`config.mk`:
```
export PLATFORM = sky130hd
export DESIGN_NAME = ps2_host_frame_engine
export DESIGN_NICKNAME = d
export VERILOG_FILES = /design/src/sv/ps2h_pkg.sv /design/src/sv/ps2h_rx_fifo.sv /design/src/sv/ps2h_core.sv /design/src/sv/ps2_host_frame_engine.sv
export SDC_FILE = /design/constraint.sdc
export NUM_CORES = 1
export LEC_CHECK = 0
export BUFFER_PORTS_ARGS = -buffer_cell sky130_fd_sc_hd__buf_2
export CAP_MARGIN = 20
export CELL_PAD_IN_SITES_DETAIL_PLACEMENT = 0
export CELL_PAD_IN_SITES_GLOBAL_PLACEMENT = 2
export CORE_MARGIN = 2
export CORE_UTILIZATION = 40
export CTS_BUF_LIST = sky130_fd_sc_hd__clkbuf_4 sky130_fd_sc_hd__clkbuf_8 sky130_fd_sc_hd__clkbuf_16
export DETAILED_ROUTE_END_ITERATION = 10
export GPL_ROUTABILITY_DRIVEN = 0
export GPL_TIMING_DRIVEN = 0
export PLACE_DENSITY = 0.69
export SLEW_MARGIN = 10
export SYNTH_ARGS = -nofsm -noshare
export SYNTH_HDL_FRONTEND = slang
export SYNTH_SLANG_ARGS = --single-unit
```
`constraint.sdc`:
```
create_clock -name i_clk -period 8 [get_ports i_clk]
set_input_delay 0.8 -clock i_clk [delete_from_list [all_inputs] [get_ports i_clk]]
set_output_delay 0.8 -clock i_clk [all_outputs]
set_load 0.005 [all_outputs]
```
`src/sv/ps2h_pkg.sv`:
```
`timescale 1ns / 1ps

package ps2h_pkg;

    // Request opcodes
    localparam logic [1:0] OP_EDGE = 2'd0;
    localparam logic [1:0] OP_TX   = 2'd1;
    localparam logic [1:0] OP_POP  = 2'd2;

    // Event codes reported with each result
    localparam logic [2:0] EV_NONE     = 3'd0;
    localparam logic [2:0] EV_QUEUED   = 3'd1;
    localparam logic [2:0] EV_ACK      = 3'd2;
    localparam logic [2:0] EV_ACK_BAD  = 3'd3;
    localparam logic [2:0] EV_PAR_ERR  = 3'd4;
    localparam logic [2:0] EV_FRM_ERR  = 3'd5;
    localparam logic [2:0] EV_TX_DONE  = 3'd6;

    // Acknowledge status codes
    localparam logic [1:0] ACK_NONE = 2'd0;
    localparam logic [1:0] ACK_OK   = 2'd1;
    localparam logic [1:0] ACK_BAD  = 2'd2;

    localparam logic [7:0] ACK_BYTE = 8'hFA;

    // Bit positions within a frame (0 start, 1..8 data, 9 parity, 10 stop)
    localparam logic [3:0] IDX_START    = 4'd0;
    localparam logic [3:0] IDX_LAST_DAT = 4'd8;
    localparam logic [3:0] IDX_PARITY   = 4'd9;
    localparam logic [3:0] IDX_STOP     = 4'd10;

    typedef struct packed {
        logic       drive_data_low;
        logic       release_lines;
        logic       inhibit_clock;
        logic [2:0] event_res;
        logic [7:0] popped_byte;
        logic       overflow_flag;
        logic [1:0] ack_status;
        logic [7:0] parity_error_count;
        logic [7:0] framing_error_count;
        logic       transmitting;
        logic       resend_request;
    } t_result;

    typedef struct packed {
        logic       push;
        logic [7:0] push_data;
        logic       pop;
    } t_fifo_ctrl;

    typedef struct packed {
        logic       full;
        logic       head_valid;
        logic [7:0] head_data;
    } t_fifo_status;

endpackage

```
`src/sv/ps2h_rx_fifo.sv`:
```
`timescale 1ns / 1ps

module ps2h_rx_fifo
    import ps2h_pkg::*;
#(
    parameter int DEPTH = 32
) (
    input  logic         i_clk,
    input  logic         i_rst_n,
    input  t_fifo_ctrl   i_ctrl,
    output t_fifo_status o_status
);

    localparam int AW = (DEPTH > 1) ? $clog2(DEPTH) : 1;
    localparam logic [AW-1:0] LAST = AW'(DEPTH - 1);

    logic [7:0]      mem [DEPTH];
    logic [DEPTH-1:0] r_valid;
    logic [AW-1:0]   r_wr_ptr, n_wr_ptr;
    logic [AW-1:0]   r_rd_ptr, n_rd_ptr;
    logic [7:0]      r_rd_data;

    function automatic logic [AW-1:0] bump(input logic [AW-1:0] p);
        return (p == LAST) ? '0 : p + AW'(1);
    endfunction

    always_comb begin
        n_wr_ptr = i_ctrl.push ? bump(r_wr_ptr) : r_wr_ptr;
        n_rd_ptr = i_ctrl.pop  ? bump(r_rd_ptr) : r_rd_ptr;
    end

    always_ff @(posedge i_clk) begin
        if (!i_rst_n) begin
            r_valid  <= '0;
            r_wr_ptr <= '0;
            r_rd_ptr <= '0;
        end else begin
            if (i_ctrl.push) begin
                r_valid[r_wr_ptr] <= 1'b1;
            end
            if (i_ctrl.pop) begin
                r_valid[r_rd_ptr] <= 1'b0;
            end
            r_wr_ptr <= n_wr_ptr;
            r_rd_ptr <= n_rd_ptr;
        end
    end

    // The read port follows the head pointer; a write to the new head is
    // forwarded so the read register always mirrors the head entry.
    always_ff @(posedge i_clk) begin
        if (i_ctrl.push) begin
            mem[r_wr_ptr] <= i_ctrl.push_data;
        end
        if (i_ctrl.push && (r_wr_ptr == n_rd_ptr)) begin
            r_rd_data <= i_ctrl.push_data;
        end else begin
            r_rd_data <= mem[n_rd_ptr];
        end
    end

    assign o_status.full       = r_valid[r_wr_ptr];
    assign o_status.head_valid = r_valid[r_rd_ptr];
    assign o_status.head_data  = r_rd_data;

endmodule

```
`src/sv/ps2h_core.sv`:
```
`timescale 1ns / 1ps

module ps2h_core
    import ps2h_pkg::*;
(
    input  logic         i_clk,
    input  logic         i_rst_n,
    input  logic         i_fire,
    input  logic [1:0]   i_opcode,
    input  logic         i_data_line,
    input  logic [7:0]   i_tx_byte,
    input  t_fifo_status i_fifo,
    output t_fifo_ctrl   o_fifo,
    output t_result      o_result
);

    logic       r_tx_mode,    n_tx_mode;
    logic [3:0] r_tx_idx,     n_tx_idx;
    logic [7:0] r_tx_shift,   n_tx_shift;
    logic       r_tx_parity,  n_tx_parity;
    logic [3:0] r_rx_idx,     n_rx_idx;
    logic [7:0] r_rx_shift,   n_rx_shift;
    logic [2:0] r_frame_bits, n_frame_bits;
    logic       r_expect_ack, n_expect_ack;
    logic [1:0] r_ack_state,  n_ack_state;
    logic       r_overflow,   n_overflow;
    logic [7:0] r_par_errs,   n_par_errs;
    logic [7:0] r_frm_errs,   n_frm_errs;
    logic       r_resend,     n_resend;

    logic       release_l;
    logic       inhibit;
    logic [2:0] ev;
    logic [7:0] popped;
    logic       ovf_out;
    logic       rs_out;
    logic       drive;
    logic       push;
    logic       pop;

    always_comb begin
        n_tx_mode    = r_tx_mode;
        n_tx_idx     = r_tx_idx;
        n_tx_shift   = r_tx_shift;
        n_tx_parity  = r_tx_parity;
        n_rx_idx     = r_rx_idx;
        n_rx_shift   = r_rx_shift;
        n_frame_bits = r_frame_bits;
        n_expect_ack = r_expect_ack;
        n_ack_state  = r_ack_state;
        n_overflow   = r_overflow;
        n_par_errs   = r_par_errs;
        n_frm_errs   = r_frm_errs;
        n_resend     = r_resend;
        release_l    = 1'b0;
        inhibit      = 1'b0;
        ev           = EV_NONE;
        popped       = 8'd0;
        push         = 1'b0;
        pop          = 1'b0;

        unique case (i_opcode)
            OP_EDGE: begin
                if (r_tx_mode) begin
                    if (r_tx_idx < IDX_STOP) begin
                        n_tx_idx = r_tx_idx + 4'd1;
                    end else begin
                        n_tx_idx     = IDX_START;
                        n_tx_mode    = 1'b0;
                        release_l    = 1'b1;
                        n_rx_idx     = IDX_START;
                        n_rx_shift   = 8'd0;
                        n_frame_bits = 3'd0;
                        n_expect_ack = 1'b1;
                        ev           = EV_TX_DONE;
                    end
                end else if (r_rx_idx == IDX_START) begin
                    n_frame_bits = {2'b00, i_data_line};
                    n_rx_idx     = r_rx_idx + 4'd1;
                end else if (r_rx_idx <= IDX_LAST_DAT) begin
                    n_rx_shift = r_rx_shift | (8'(i_data_line) << (r_rx_idx - 4'd1));
                    n_rx_idx   = r_rx_idx + 4'd1;
                end else if (r_rx_idx == IDX_PARITY) begin
                    n_frame_bits = {i_data_line, r_frame_bits[1:0]};
                    n_rx_idx     = r_rx_idx + 4'd1;
                end else begin
                    // Stop bit: check the whole frame and then start afresh.
                    if (r_frame_bits[0] || !i_data_line) begin
                        n_frm_errs = r_frm_errs + 8'd1;
                        ev         = EV_FRM_ERR;
                    end else if ((^r_rx_shift ^ r_frame_bits[2]) == 1'b0) begin
                        if (r_expect_ack) begin
                            n_ack_state = ACK_BAD;
                            ev          = EV_ACK_BAD;
                        end else begin
                            n_par_errs = r_par_errs + 8'd1;
                            n_resend   = 1'b1;
                            inhibit    = 1'b1;
                            ev         = EV_PAR_ERR;
                        end
                    end else if (r_rx_shift == ACK_BYTE) begin
                        n_ack_state = ACK_OK;
                        ev          = EV_ACK;
                    end else if (i_fifo.full) begin
                        n_overflow = 1'b1;
                    end else if (r_rx_shift != 8'd0) begin
                        push = 1'b1;
                        ev   = EV_QUEUED;
                    end
                    n_rx_idx     = IDX_START;
                    n_rx_shift   = 8'd0;
                    n_frame_bits = 3'd0;
                    n_expect_ack = 1'b0;
                end
            end
            OP_TX: begin
                n_tx_mode   = 1'b1;
                n_tx_idx    = IDX_START;
                n_tx_shift  = i_tx_byte;
                n_tx_parity = ~^i_tx_byte;
                n_ack_state = ACK_NONE;
            end
            OP_POP: begin
                if (i_fifo.head_valid) begin
                    popped = i_fifo.head_data;
                    pop    = 1'b1;
                end
                n_overflow = 1'b0;
                n_resend   = 1'b0;
            end
            default: begin
            end
        endcase

        // A pop reports the sticky flags as they stood before it cleared them.
        ovf_out = (i_opcode == OP_POP) ? r_overflow : n_overflow;
        rs_out  = (i_opcode == OP_POP) ? r_resend   : n_resend;

        if (!n_tx_mode) begin
            drive = 1'b0;
        end else if (n_tx_idx == IDX_START) begin
            drive = 1'b1;
        end else if (n_tx_idx <= IDX_LAST_DAT) begin
            drive = ~n_tx_shift[3'(n_tx_idx - 4'd1)];
        end else if (n_tx_idx == IDX_PARITY) begin
            drive = ~n_tx_parity;
        end else begin
            drive = 1'b0;
        end
    end

    always_ff @(posedge i_clk) begin
        if (!i_rst_n) begin
            r_tx_mode    <= 1'b0;
            r_tx_idx     <= '0;
            r_tx_shift   <= '0;
            r_tx_parity  <= 1'b0;
            r_rx_idx     <= '0;
            r_rx_shift   <= '0;
            r_frame_bits <= '0;
            r_expect_ack <= 1'b0;
            r_ack_state  <= ACK_NONE;
            r_overflow   <= 1'b0;
            r_par_errs   <= '0;
            r_frm_errs   <= '0;
            r_resend     <= 1'b0;
        end else if (i_fire) begin
            r_tx_mode    <= n_tx_mode;
            r_tx_idx     <= n_tx_idx;
            r_tx_shift   <= n_tx_shift;
            r_tx_parity  <= n_tx_parity;
            r_rx_idx     <= n_rx_idx;
            r_rx_shift   <= n_rx_shift;
            r_frame_bits <= n_frame_bits;
            r_expect_ack <= n_expect_ack;
            r_ack_state  <= n_ack_state;
            r_overflow   <= n_overflow;
            r_par_errs   <= n_par_errs;
            r_frm_errs   <= n_frm_errs;
            r_resend     <= n_resend;
        end
    end

    assign o_fifo.push      = i_fire & push;
    assign o_fifo.push_data = r_rx_shift;
    assign o_fifo.pop       = i_fire & pop;

    assign o_result.drive_data_low      = drive;
    assign o_result.release_lines       = release_l;
    assign o_result.inhibit_clock       = inhibit;
    assign o_result.event_res           = ev;
    assign o_result.popped_byte         = popped;
    assign o_result.overflow_flag       = ovf_out;
    assign o_result.ack_status          = n_ack_state;
    assign o_result.parity_error_count  = n_par_errs;
    assign o_result.framing_error_count = n_frm_errs;
    assign o_result.transmitting        = n_tx_mode;
    assign o_result.resend_request      = rs_out;

endmodule

```
`src/sv/ps2_host_frame_engine.sv`:
```
`timescale 1ns / 1ps
// PS/2 host frame engine.
// Requests enter on the input channel (i_valid / o_ready) with an opcode:
// a falling edge of the device clock with the sampled data line, a start of
// transmit with the command byte, or a pop of the receive buffer. Every
// request yields exactly one result on the output channel (o_valid /
// i_ready) carrying the line controls, the event code, the popped byte and
// the status counters and flags as they stand after that request; a pop
// reports the sticky flags as they stood before it cleared them.
// A taken request is registered in the input register, processed once the
// output register is free or being emptied, and its result is registered
// in the output register until taken. Throughput is one request per cycle
// while i_ready stays high; the receive buffer read port tracks its head
// pointer so pops never wait.
// When the receiver stalls, the output register holds its result and the
// input register still takes one more request; o_ready drops only once both
// are full, and it rises in the same cycle that i_ready frees the output.
// Synchronous reset (i_rst_n low) empties both registers, returns the engine
// to receiving, clears all counters and flags and marks every receive
// buffer entry empty at once; requests are accepted right after reset.

module ps2_host_frame_engine
    import ps2h_pkg::*;
#(
    parameter int FIFO_DEPTH = 32
) (
    input  logic       i_clk,
    input  logic       i_rst_n,

    input  logic       i_valid,
    output logic       o_ready,
    input  logic [1:0] i_opcode,
    input  logic       i_data_line,
    input  logic [7:0] i_tx_byte,

    output logic       o_valid,
    input  logic       i_ready,
    output logic       o_drive_data_low,
    output logic       o_release_lines,
    output logic       o_inhibit_clock,
    output logic [2:0] o_event_res,
    output logic [7:0] o_popped_byte,
    output logic       o_overflow_flag,
    output logic [1:0] o_ack_status,
    output logic [7:0] o_parity_error_count,
    output logic [7:0] o_framing_error_count,
    output logic       o_transmitting,
    output logic       o_resend_request
);

    // Input register
    logic       r_in_valid;
    logic [1:0] r_in_opcode;
    logic       r_in_data_line;
    logic [7:0] r_in_tx_byte;

    // Output register
    logic       r_out_valid;
    t_result    r_out;

    logic         fire;
    logic         take;
    t_result      result;
    t_fifo_ctrl   fifo_ctrl;
    t_fifo_status fifo_status;

    // A held request is processed whenever the output register is free or
    // is being emptied in this cycle.
    assign fire    = r_in_valid & (~r_out_valid | i_ready);
    assign o_ready = ~r_in_valid | fire;
    assign take    = i_valid & o_ready;

    always_ff @(posedge i_clk) begin
        if (!i_rst_n) begin
            r_in_valid <= 1'b0;
        end else if (take) begin
            r_in_valid <= 1'b1;
        end else if (fire) begin
            r_in_valid <= 1'b0;
        end
    end

    always_ff @(posedge i_clk) begin
        if (take) begin
            r_in_opcode    <= i_opcode;
            r_in_data_line <= i_data_line;
            r_in_tx_byte   <= i_tx_byte;
        end
    end

    ps2h_core u_core (
        .i_clk       (i_clk),
        .i_rst_n     (i_rst_n),
        .i_fire      (fire),
        .i_opcode    (r_in_opcode),
        .i_data_line (r_in_data_line),
        .i_tx_byte   (r_in_tx_byte),
        .i_fifo      (fifo_status),
        .o_fifo      (fifo_ctrl),
        .o_result    (result)
    );

    ps2h_rx_fifo #(
        .DEPTH (FIFO_DEPTH)
    ) u_rx_fifo (
        .i_clk    (i_clk),
        .i_rst_n  (i_rst_n),
        .i_ctrl   (fifo_ctrl),
        .o_status (fifo_status)
    );

    always_ff @(posedge i_clk) begin
        if (!i_rst_n) begin
            r_out_valid <= 1'b0;
        end else if (fire) begin
            r_out_valid <= 1'b1;
        end else if (i_ready) begin
            r_out_valid <= 1'b0;
        end
    end

    always_ff @(posedge i_clk) begin
        if (fire) begin
            r_out <= result;
        end
    end

    assign o_valid               = r_out_valid;
    assign o_drive_data_low      = r_out.drive_data_low;
    assign o_release_lines       = r_out.release_lines;
    assign o_inhibit_clock       = r_out.inhibit_clock;
    assign o_event_res           = r_out.event_res;
    assign o_popped_byte         = r_out.popped_byte;
    assign o_overflow_flag       = r_out.overflow_flag;
    assign o_ack_status          = r_out.ack_status;
    assign o_parity_error_count  = r_out.parity_error_count;
    assign o_framing_error_count = r_out.framing_error_count;
    assign o_transmitting        = r_out.transmitting;
    assign o_resend_request      = r_out.resend_request;

endmodule

```
==> impl_summary.txt, run 1 <==
----------------------------------------------------
[Timing]
  Fraction of the cycle the final worst path needs ... 55.3%
  Pin slew with the least headroom to its limit ... 1.09 ns
  Fmax ... 226 MHz
  Final setup violation count ... 0
  Setup repair after global routing missed its margin ... no
  Worst Clk Skew ... 0.0167 ns
  Fin. max-slew vios ... 0
  Final setup TNS ... 0 ns
  Worst path setup slack after routing ... 3.58 ns
  Min Clock Period, post-route ... 4.42 ns
  Slew HR ... 27.1%
  Hold Vio Cnt, Final ... 0

[Hold path]
  Endpoint of the worst hold-timing path ... r_in_tx_byte[3]
  Number of instances on the worst hold path ... 1
  Launch instance of the worst min-delay path ... i_tx_byte[3]
  Hold WC Path Type ... primary input to register

[CTS]
  Number of setup buffers added after CTS ... 0
  Maximum clock insertion buffer count ... 3
  CTS-repair resized insts ... 0
  Number of buffers created by CTS ... 45
  Clock edge transition at the registers on the reported setup and hold paths ... 0.06 ns
  Total of hold buffers inserted after clock tree synthesis ... 0
  H-tree Lvls ... 2
  Sink Count ... 400
  Clock latency on the worst-skew pair ... 0.58 ns
  Root Buffer Master ... sky130_fd_sc_hd__clkbuf_16
  Clock tree from TritonCTS ... built

[Yosys]
  Syn_nets ... 1,183
  Async set-reset flop share out of synthesis ... 0%
  Commonest cells in the netlist ... sky130_fd_sc_hd__edfxtp_1, sky130_fd_sc_hd__dfxtp_1, sky130_fd_sc_hd__mux4_2
  Number of warnings issued by yosys ... 0
  Count of unique library cells instantiated by Yosys ... 76
  Cell type contributing the most total cell area after synthesis ... sky130_fd_sc_hd__edfxtp_1
  Most common cell in the synthesized netlist ... sky130_fd_sc_hd__edfxtp_1
  Post-Synthesis Cells ... 1,142
  Number of synthesized flops with an enable pin ... 302
  Cells taking the most area after synthesis ... sky130_fd_sc_hd__edfxtp_1, sky130_fd_sc_hd__mux4_2, sky130_fd_sc_hd__dfxtp_1, sky130_fd_sc_hd__ha_1, sky130_fd_sc_hd__mux2i_1
  Prevailing post-synth register cell ... sky130_fd_sc_hd__edfxtp_1
  Syn_area_per_cell ... 15.2 µm²
  Combined area of all synthesized cells ... 17,400 µm²
  Area share of the largest cell type after synthesis ... 52.2%
  Share of the yosys chip area belonging to registers ... 63.5%
  Register bit total from synthesis ... 400

[Die]
  Placeable Area ... 43,000 µm²
  Vertical die dimension ... 212 µm
  Effective utilization at floorplan ... 40.4%
  Full die area ... 45,100 µm²
  Width of the die ... 212 µm
  FP Rows ... 76
  Number of top-level pins ... 52

[Final layout]
  Synthesis-to-finish area growth ... 15.3%
  Fillcell total ... 3,843
  Final std cell area, no fill ... 20,100 µm²
  Number of antenna repair diodes ... 0
  Nets ... 1,289
  Share of post-route cells with drive strength above 1 ... 22.5%

[Global routing]
  Pin count of the biggest net entering global routing ... 35
  Global-route track usage on met1 ... 27.5%
  First-pass GRT wire length ... 65.3 mm
  Initial antenna violation count ... 0
  Overflow after GRT ... 0
  Busiest grt layer ... met2
  GR Util All Layers ... 19.6%
  GR Layer Usage met3 ... 3.01%
  Vias in the first global route ... 10,300
  Met2 Track Usage GR ... 31.6%

[Routing]
  Post-route antenna net violation count ... 0
  Total detailed-routing wirelength ... 43.0 mm
  Drt drc ... 0
  Routed vias/inst ... 5.41
  Number of violations reported at the end of detailed-routing iteration 0 ... 768
  Pre-antenna DRT Iters ... 5
  Detail-routed net length per standard cell ... 23.0 µm
  Total via count after detailed routing ... 10,100

[Critical path]
  Delay of the slowest cell on the worst path ... 0.87 ns
  Cell breakdown of the critical path ... buf_16 > inv_1 > ha_1 > xor3_2 > xnor2_4 > nand3_4 > nor4_4 > nand3_2 > nor2_1
  Largest fanout on the critical path ... 20
  Slack of the worst reg-to-reg path ... 3.58 ns
  Reg2Reg Capture Point ... u_rx_fifo.mem[7][2]
  WP data required ... 8.19 ns
  Startpoint class of the critical path ... register
  Crit path arrival time ... 4.61 ns
  Critical Setup Path Class ... register to register
  R2R depth ... 9
  Cell at the slowest stage of the critical path ... sky130_fd_sc_hd__nor2_1
  Worst flop-to-flop path startpoint ... u_core.r_rx_shift[2]
  Crit path capture type ... register

[Power and ir drop]
  Proportion of total power due to net switching ... 20.2%
  Max IR drop VDD ... 148 µV
  Net switching power of the design ... 0.888 mW
  Cell area power density ... 219 nW/µm²
  Combinational share of power ... 1.8%
  Cell-internal power ... 3.51 mW
  Sequential share of power ... 50.7%
  Clk network pwr share ... 47.5%
  Cell leakage power ... 6.69 nW

[Run status]
  Status ... complete, no violations

[Run]
  Max-cap violation count ... 0

[Placed design]
  Post-DP Area ... 18,500 µm²
  Count of port buffers added during placement ... 51
  Setup slack after placement ... 3.40 ns
  Post-detail-place hpwl ... 29.6 mm

----------------------------------------------------
==> cell families (layout without fill, tap and decap cells) <==
| family | count (synthesis) | in the layout | share of synthesized area (%) |
|---|---|---|---|
| compound gates | 150 | 150 | 6.54 |
| fa+ha+maj | 26 | 26 | 1.87 |
| buf+inv | 91 | 232 | 2.27 |
| simple gates | 305 | 305 | 9.36 |
| xor+xnor | 40 | 40 | 2.22 |
| flops | 400 | 400 | 63.5 |
| mux | 130 | 130 | 14.3 |
==> sequential cells by signal, indices dropped and copies added (netlist names), 4 cells and up, named ones only <==
| signal | cells |
|---|---|
| u_rx_fifo.r_rd_ptr | 5 |
| u_core.r_tx_shift | 8 |
| u_rx_fifo.r_wr_ptr | 5 |
| r_in_tx_byte | 8 |
| u_core.r_rx_shift | 8 |
| o_parity_error_count | 8 |
| u_rx_fifo.mem | 256 |
| o_framing_error_count | 8 |
| u_core.r_frm_errs | 8 |
| u_core.r_tx_idx | 4 |
| u_core.r_par_errs | 8 |
| u_core.r_rx_idx | 4 |
| o_popped_byte | 8 |
| u_rx_fifo.r_valid | 32 |
==> power groups by stage <==
stage / Combinational, mW / Clock, mW / Sequential [mW]
3_5_place_dp: 0.0825 / 0 / 2.27
5_1_grt: 0.0901 / 2.22 / 2.23
2_1_floorplan: 0.0483 / 0 / 2.27
6_report: 0.0809 / 2.09 / 2.23
4_1_cts: 0.0829 / 2.13 / 2.23
3_3_place_gp: 0.0810 / 0 / 2.27
==> metrics by stage <==
stage          total power, mW  util [%]  instances  hold WS [ns]
6_report                  4.40      46.6       1868         0.397
5_1_grt                   4.54      46.6       1868         0.382
4_1_cts                   4.45      46.6       1868         0.366
3_5_place_dp              2.36      43.1       1786         0.446
3_3_place_gp              2.36      42.7       1778         0.444
2_1_floorplan             2.32         -       1142         0.432
==> layout make-up <==
type	count	area [µm²]	area share [%]
clock inverters	16	176	0.880
multi-input cells	651	5960	29.7
well taps	585	732	3.65
flip-flops and latches	400	11000	55.0
plain buffers	68	310	1.55
repair buffers	59	418	2.08
clock buffers	66	1340	6.68
inverters	23	86.3	0.431
==> worst max-delay path by stage <==
stage,to,slack (ns),start,depth (start not counted)
after global routing,u_rx_fifo.mem[19][5],3.32,u_core.r_rx_shift[2],9
after global placement,u_rx_fifo.mem[27][7],3.22,u_core.r_rx_shift[2],8
after floorplan,u_rx_fifo.mem[11][0],4.61,u_core.r_rx_shift[2],8
final,u_rx_fifo.mem[7][2],3.58,u_core.r_rx_shift[2],9
after CTS,u_rx_fifo.mem[19][4],3.38,u_core.r_rx_shift[1],8
after detailed placement,u_rx_fifo.mem[19][0],3.40,u_core.r_rx_shift[1],8
==> metal layers <==
layer / vias to the layer above / share of wire [%]
met5: - / 0
met4: 0 / 2.4
met3: 67 / 4.3
met2: 214 / 47
met1: 5145 / 46
li1: 4672 / -
==> cell usage in the layout (no fill, tap or decap), types with 14 or more instances in the layout <==
| cell | count |
|---|---|
| sky130_fd_sc_hd__buf_2 | 68 |
| sky130_fd_sc_hd__a21oi_1 | 29 |
| sky130_fd_sc_hd__clkbuf_4 | 14 |
| sky130_fd_sc_hd__xnor2_1 | 24 |
| sky130_fd_sc_hd__clkbuf_16 | 46 |
| sky130_fd_sc_hd__xor2_1 | 14 |
| sky130_fd_sc_hd__a31o_1 | 16 |
| sky130_fd_sc_hd__and3_1 | 45 |
| sky130_fd_sc_hd__ha_1 | 26 |
| sky130_fd_sc_hd__mux4_2 | 94 |
| sky130_fd_sc_hd__inv_1 | 20 |
| sky130_fd_sc_hd__edfxtp_1 | 302 |
| sky130_fd_sc_hd__mux2i_1 | 32 |
| sky130_fd_sc_hd__dfxtp_1 | 97 |
| sky130_fd_sc_hd__clkbuf_1 | 40 |
| sky130_fd_sc_hd__o31ai_1 | 24 |
| sky130_fd_sc_hd__nor2_1 | 82 |
| sky130_fd_sc_hd__nand3_1 | 15 |
| sky130_fd_sc_hd__nand2_1 | 65 |
==> worst max-delay path: cells and delay by family, from the launching register on <==
kind / cells / cell delay, ns
simple gates: 4 / 1.87
fa+ha+maj: 1 / 0.31
flops: 1 / 0.76
xor+xnor: 2 / 0.78
buf+inv: 2 / 0.30
Note: power is estimated with default switching activity, not from simulation.
==> run 2, diff against run 1 <==
--- a/config.mk
+++ b/config.mk
@@ -15,7 +15,7 @@
 export DETAILED_ROUTE_END_ITERATION = 10
 export GPL_ROUTABILITY_DRIVEN = 0
 export GPL_TIMING_DRIVEN = 0
-export PLACE_DENSITY = 0.69
+export PLACE_DENSITY = 0.72
 export SLEW_MARGIN = 10
 export SYNTH_ARGS = -nofsm -noshare
 export SYNTH_HDL_FRONTEND = slang
==> constraint.sdc (replaced) <==
create_clock -name i_clk -period 3.57 [get_ports i_clk]
set_input_delay 0.357 -clock i_clk [delete_from_list [all_inputs] [get_ports i_clk]]
set_output_delay 0.357 -clock i_clk [all_outputs]
set_load 0.005 [all_outputs]
==> run 2 against run 1 <==
Net effect: clock skew increased by 0.0067 ns; largest power group unchanged; register-to-register slack got worse by 3.4 ns; sequential power increased by 120%; combinational power increased by 140%; global-route usage decreased by 0.32 points; power increased by 120%; clock power increased by 120%; largest cell class unchanged; cell count increased by 0.59%; wire length decreased by 2.8%.
==> impl_summary.txt, run 2 (synthesis results as in run 1) <==
----------------------------------------------------
[Run status]
  Status ... complete, no violations

[CTS]
  Clock latency on the worst-skew pair ... 0.57 ns
  Sink Count ... 400
  Root Buffer Master ... sky130_fd_sc_hd__clkbuf_16
  Maximum clock insertion buffer count ... 3
  Clock tree from TritonCTS ... built
  Clock edge transition at the registers on the reported setup and hold paths ... 0.06 ns
  H-tree Lvls ... 2
  Number of buffers created by CTS ... 43

[Critical path]
  Critical Setup Path Class ... register to register
  Largest fanout on the critical path ... 18
  Startpoint class of the critical path ... register
  WP data required ... 3.82 ns
  Crit path capture type ... register
  Crit path arrival time ... 3.63 ns

[Timing]
  Final setup violation count ... 0
  Fraction of the cycle the final worst path needs ... 94.7%
  Hold Vio Cnt, Final ... 0
  Setup repair after global routing missed its margin ... no
  Min Clock Period, post-route ... 3.38 ns
  Pin slew with the least headroom to its limit ... 0.924 ns
  Slew HR ... 38.4%
  Fmax ... 296 MHz
  Hold WS ... 0.0307 ns
  Fin. max-slew vios ... 0
  Worst Clk Skew ... 0.0235 ns

[Routing]
  Total detailed-routing wirelength ... 41.8 mm
  Detail-routed net length per standard cell ... 22.2 µm
  Drt drc ... 0
  Pre-antenna DRT Iters ... 4
  Routed vias/inst ... 5.38
  Total via count after detailed routing ... 10,100
  Number of violations reported at the end of detailed-routing iteration 0 ... 712
  Post-route antenna net violation count ... 0

[Hold path]
  Hold WC Path Type ... primary input to register

[Die]
  Width of the die ... 212 µm
  Effective utilization at floorplan ... 40.4%
  FP Rows ... 76
  Placeable Area ... 43,000 µm²
  Number of top-level pins ... 52
  Full die area ... 45,100 µm²
  Vertical die dimension ... 212 µm

[Final layout]
  Fillcell total ... 3,818
  Largest registers ... u_rx_fifo.mem (256), u_rx_fifo.r_valid (32)
  Flip-flop count of the largest register after layout ... 256
  Number of antenna repair diodes ... 0
  Nets ... 1,302
  Synthesis-to-finish area growth ... 17.0%
  Most common library cell in the layout ignoring fill and taps ... sky130_fd_sc_hd__edfxtp_1
  Register ranked first by flip-flop count ... u_rx_fifo.mem
  Commonest cells after routing, fill and taps aside ... sky130_fd_sc_hd__edfxtp_1, sky130_fd_sc_hd__mux4_2, sky130_fd_sc_hd__dfxtp_1
  Register area ... 11,000 µm²
  Fin cells ... 1,879
  Area taken by multi-input logic gates ... 6080 µm²
  Share of post-route cells with drive strength above 1 ... 24.8%

[Global routing]
  GR Util All Layers ... 19.3%
  First-pass GRT wire length ... 64.7 mm
  Initial antenna violation count ... 0
  Pin count of the biggest net entering global routing ... 35
  Vias in the first global route ... 10,500
  Overflow after GRT ... 0

[Power and ir drop]
  Cell leakage power ... 6.72 nW
  Clk network pwr share ... 46.9%
  Combinational share of power ... 2.0%
  Cell-internal power ... 7.78 mW
  Max IR drop VDD ... 277 µV
  Proportion of total power due to net switching ... 20.3%
  Design Power ... 9.76 mW
  Cell area power density ... 480 nW/µm²
  Net switching power of the design ... 1.98 mW
  Sequential share of power ... 51.2%

[Run]
  Max-cap violation count ... 0

[Placed design]
  Inst Count DP ... 1,785
  Count of port buffers added during placement ... 51
  Post-detail-place hpwl ... 29.1 mm

----------------------------------------------------
-- run 2: changes by cell type in the layout (fill, tap and decap cells not counted), moves of 5 or more --
cell	delta
sky130_fd_sc_hd__nor2_4	+8
sky130_fd_sc_hd__clkinv_1	+6
sky130_fd_sc_hd__dfxtp_1	-5
sky130_fd_sc_hd__nor2_1	-8
sky130_fd_sc_hd__and3_2	+18
sky130_fd_sc_hd__and3_1	-19
sky130_fd_sc_hd__clkbuf_4	-6
sky130_fd_sc_hd__clkbuf_8	-5
sky130_fd_sc_hd__dlygate4sd3_1	+11
-- run 2: final cells by class --
class,count,share of cell area [%]
multi-input cells,651,29.9
plain buffers,68,1.55
well taps,585,3.60
flip-flops and latches,400,54.3
clock buffers,52,5.66
inverters,23,0.425
clock inverters,26,1.49
repair buffers,74,3.02
-- run 2: power by group through the flow --
stage / Combinational [mW] / Sequential [mW] / Clock (mW)
after floorplan: 0.108 / 5.09 / 0
final: 0.191 / 4.99 / 4.58
after CTS: 0.195 / 4.99 / 4.67
after detailed placement: 0.185 / 5.09 / 0
after global routing: 0.214 / 4.99 / 4.88
after global placement: 0.182 / 5.10 / 0
-- run 2: repair_timing --
item	4_1_cts	5_1_grt
setup buffers	5	0
setup endpoints to repair	293	160
hold buffers	11	0
hold endpoints to repair	11	0
pin swaps	5	1
resized for setup	49	7
-- run 2: final timing paths --
path,cells past startpoint,from,to,slack [ns]
setup / recovery,9,u_core.r_rx_shift[2],u_rx_fifo.mem[24][4],0.19
hold / removal,3,i_valid,r_in_valid,0.03
setup reg to reg,9,u_core.r_rx_shift[2],u_rx_fifo.mem[24][4],0.19
hold reg to reg,2,u_core.r_overflow,u_core.r_overflow,0.46
-- run 2: critical path, stage by stage, from the launching register on --
cell and delay [ns]:
sky130_fd_sc_hd__dfxtp_4 0.48, sky130_fd_sc_hd__buf_16 0.18, sky130_fd_sc_hd__inv_1 0.08, sky130_fd_sc_hd__ha_1 0.31
sky130_fd_sc_hd__xor3_2 0.45, sky130_fd_sc_hd__xnor2_4 0.31, sky130_fd_sc_hd__nand3_4 0.21, sky130_fd_sc_hd__nor3_4 0.36
sky130_fd_sc_hd__buf_2 0.29, sky130_fd_sc_hd__and3_2 0.37
-- run 2: stage by stage --
| step | area, µm² | TNS, ns | setup WS [ns] | util, % |
|---|---|---|---|---|
| after floorplan | 17400 | 0 | 0.176 | - |
| after global routing | 20300 | 0 | 0.00168 | 47.3 |
| after CTS | 20300 | 0 | 0.00279 | 47.3 |
| final | 20300 | 0 | 0.190 | 47.3 |
| after global placement | 18400 | -209.84 | -1.17 | 42.7 |
| after detailed placement | 18500 | -180.84 | -1.06 | 43.1 |
-- run 2: per-layer routing --
metal	GRT usage (%)	part of all wire, %	vias up
met5	0	0	-
li1	-	-	4700
met4	4.87	1.8	0
met2	32.0	49	213
met3	3.25	4.3	52
met1	26.5	45	5143
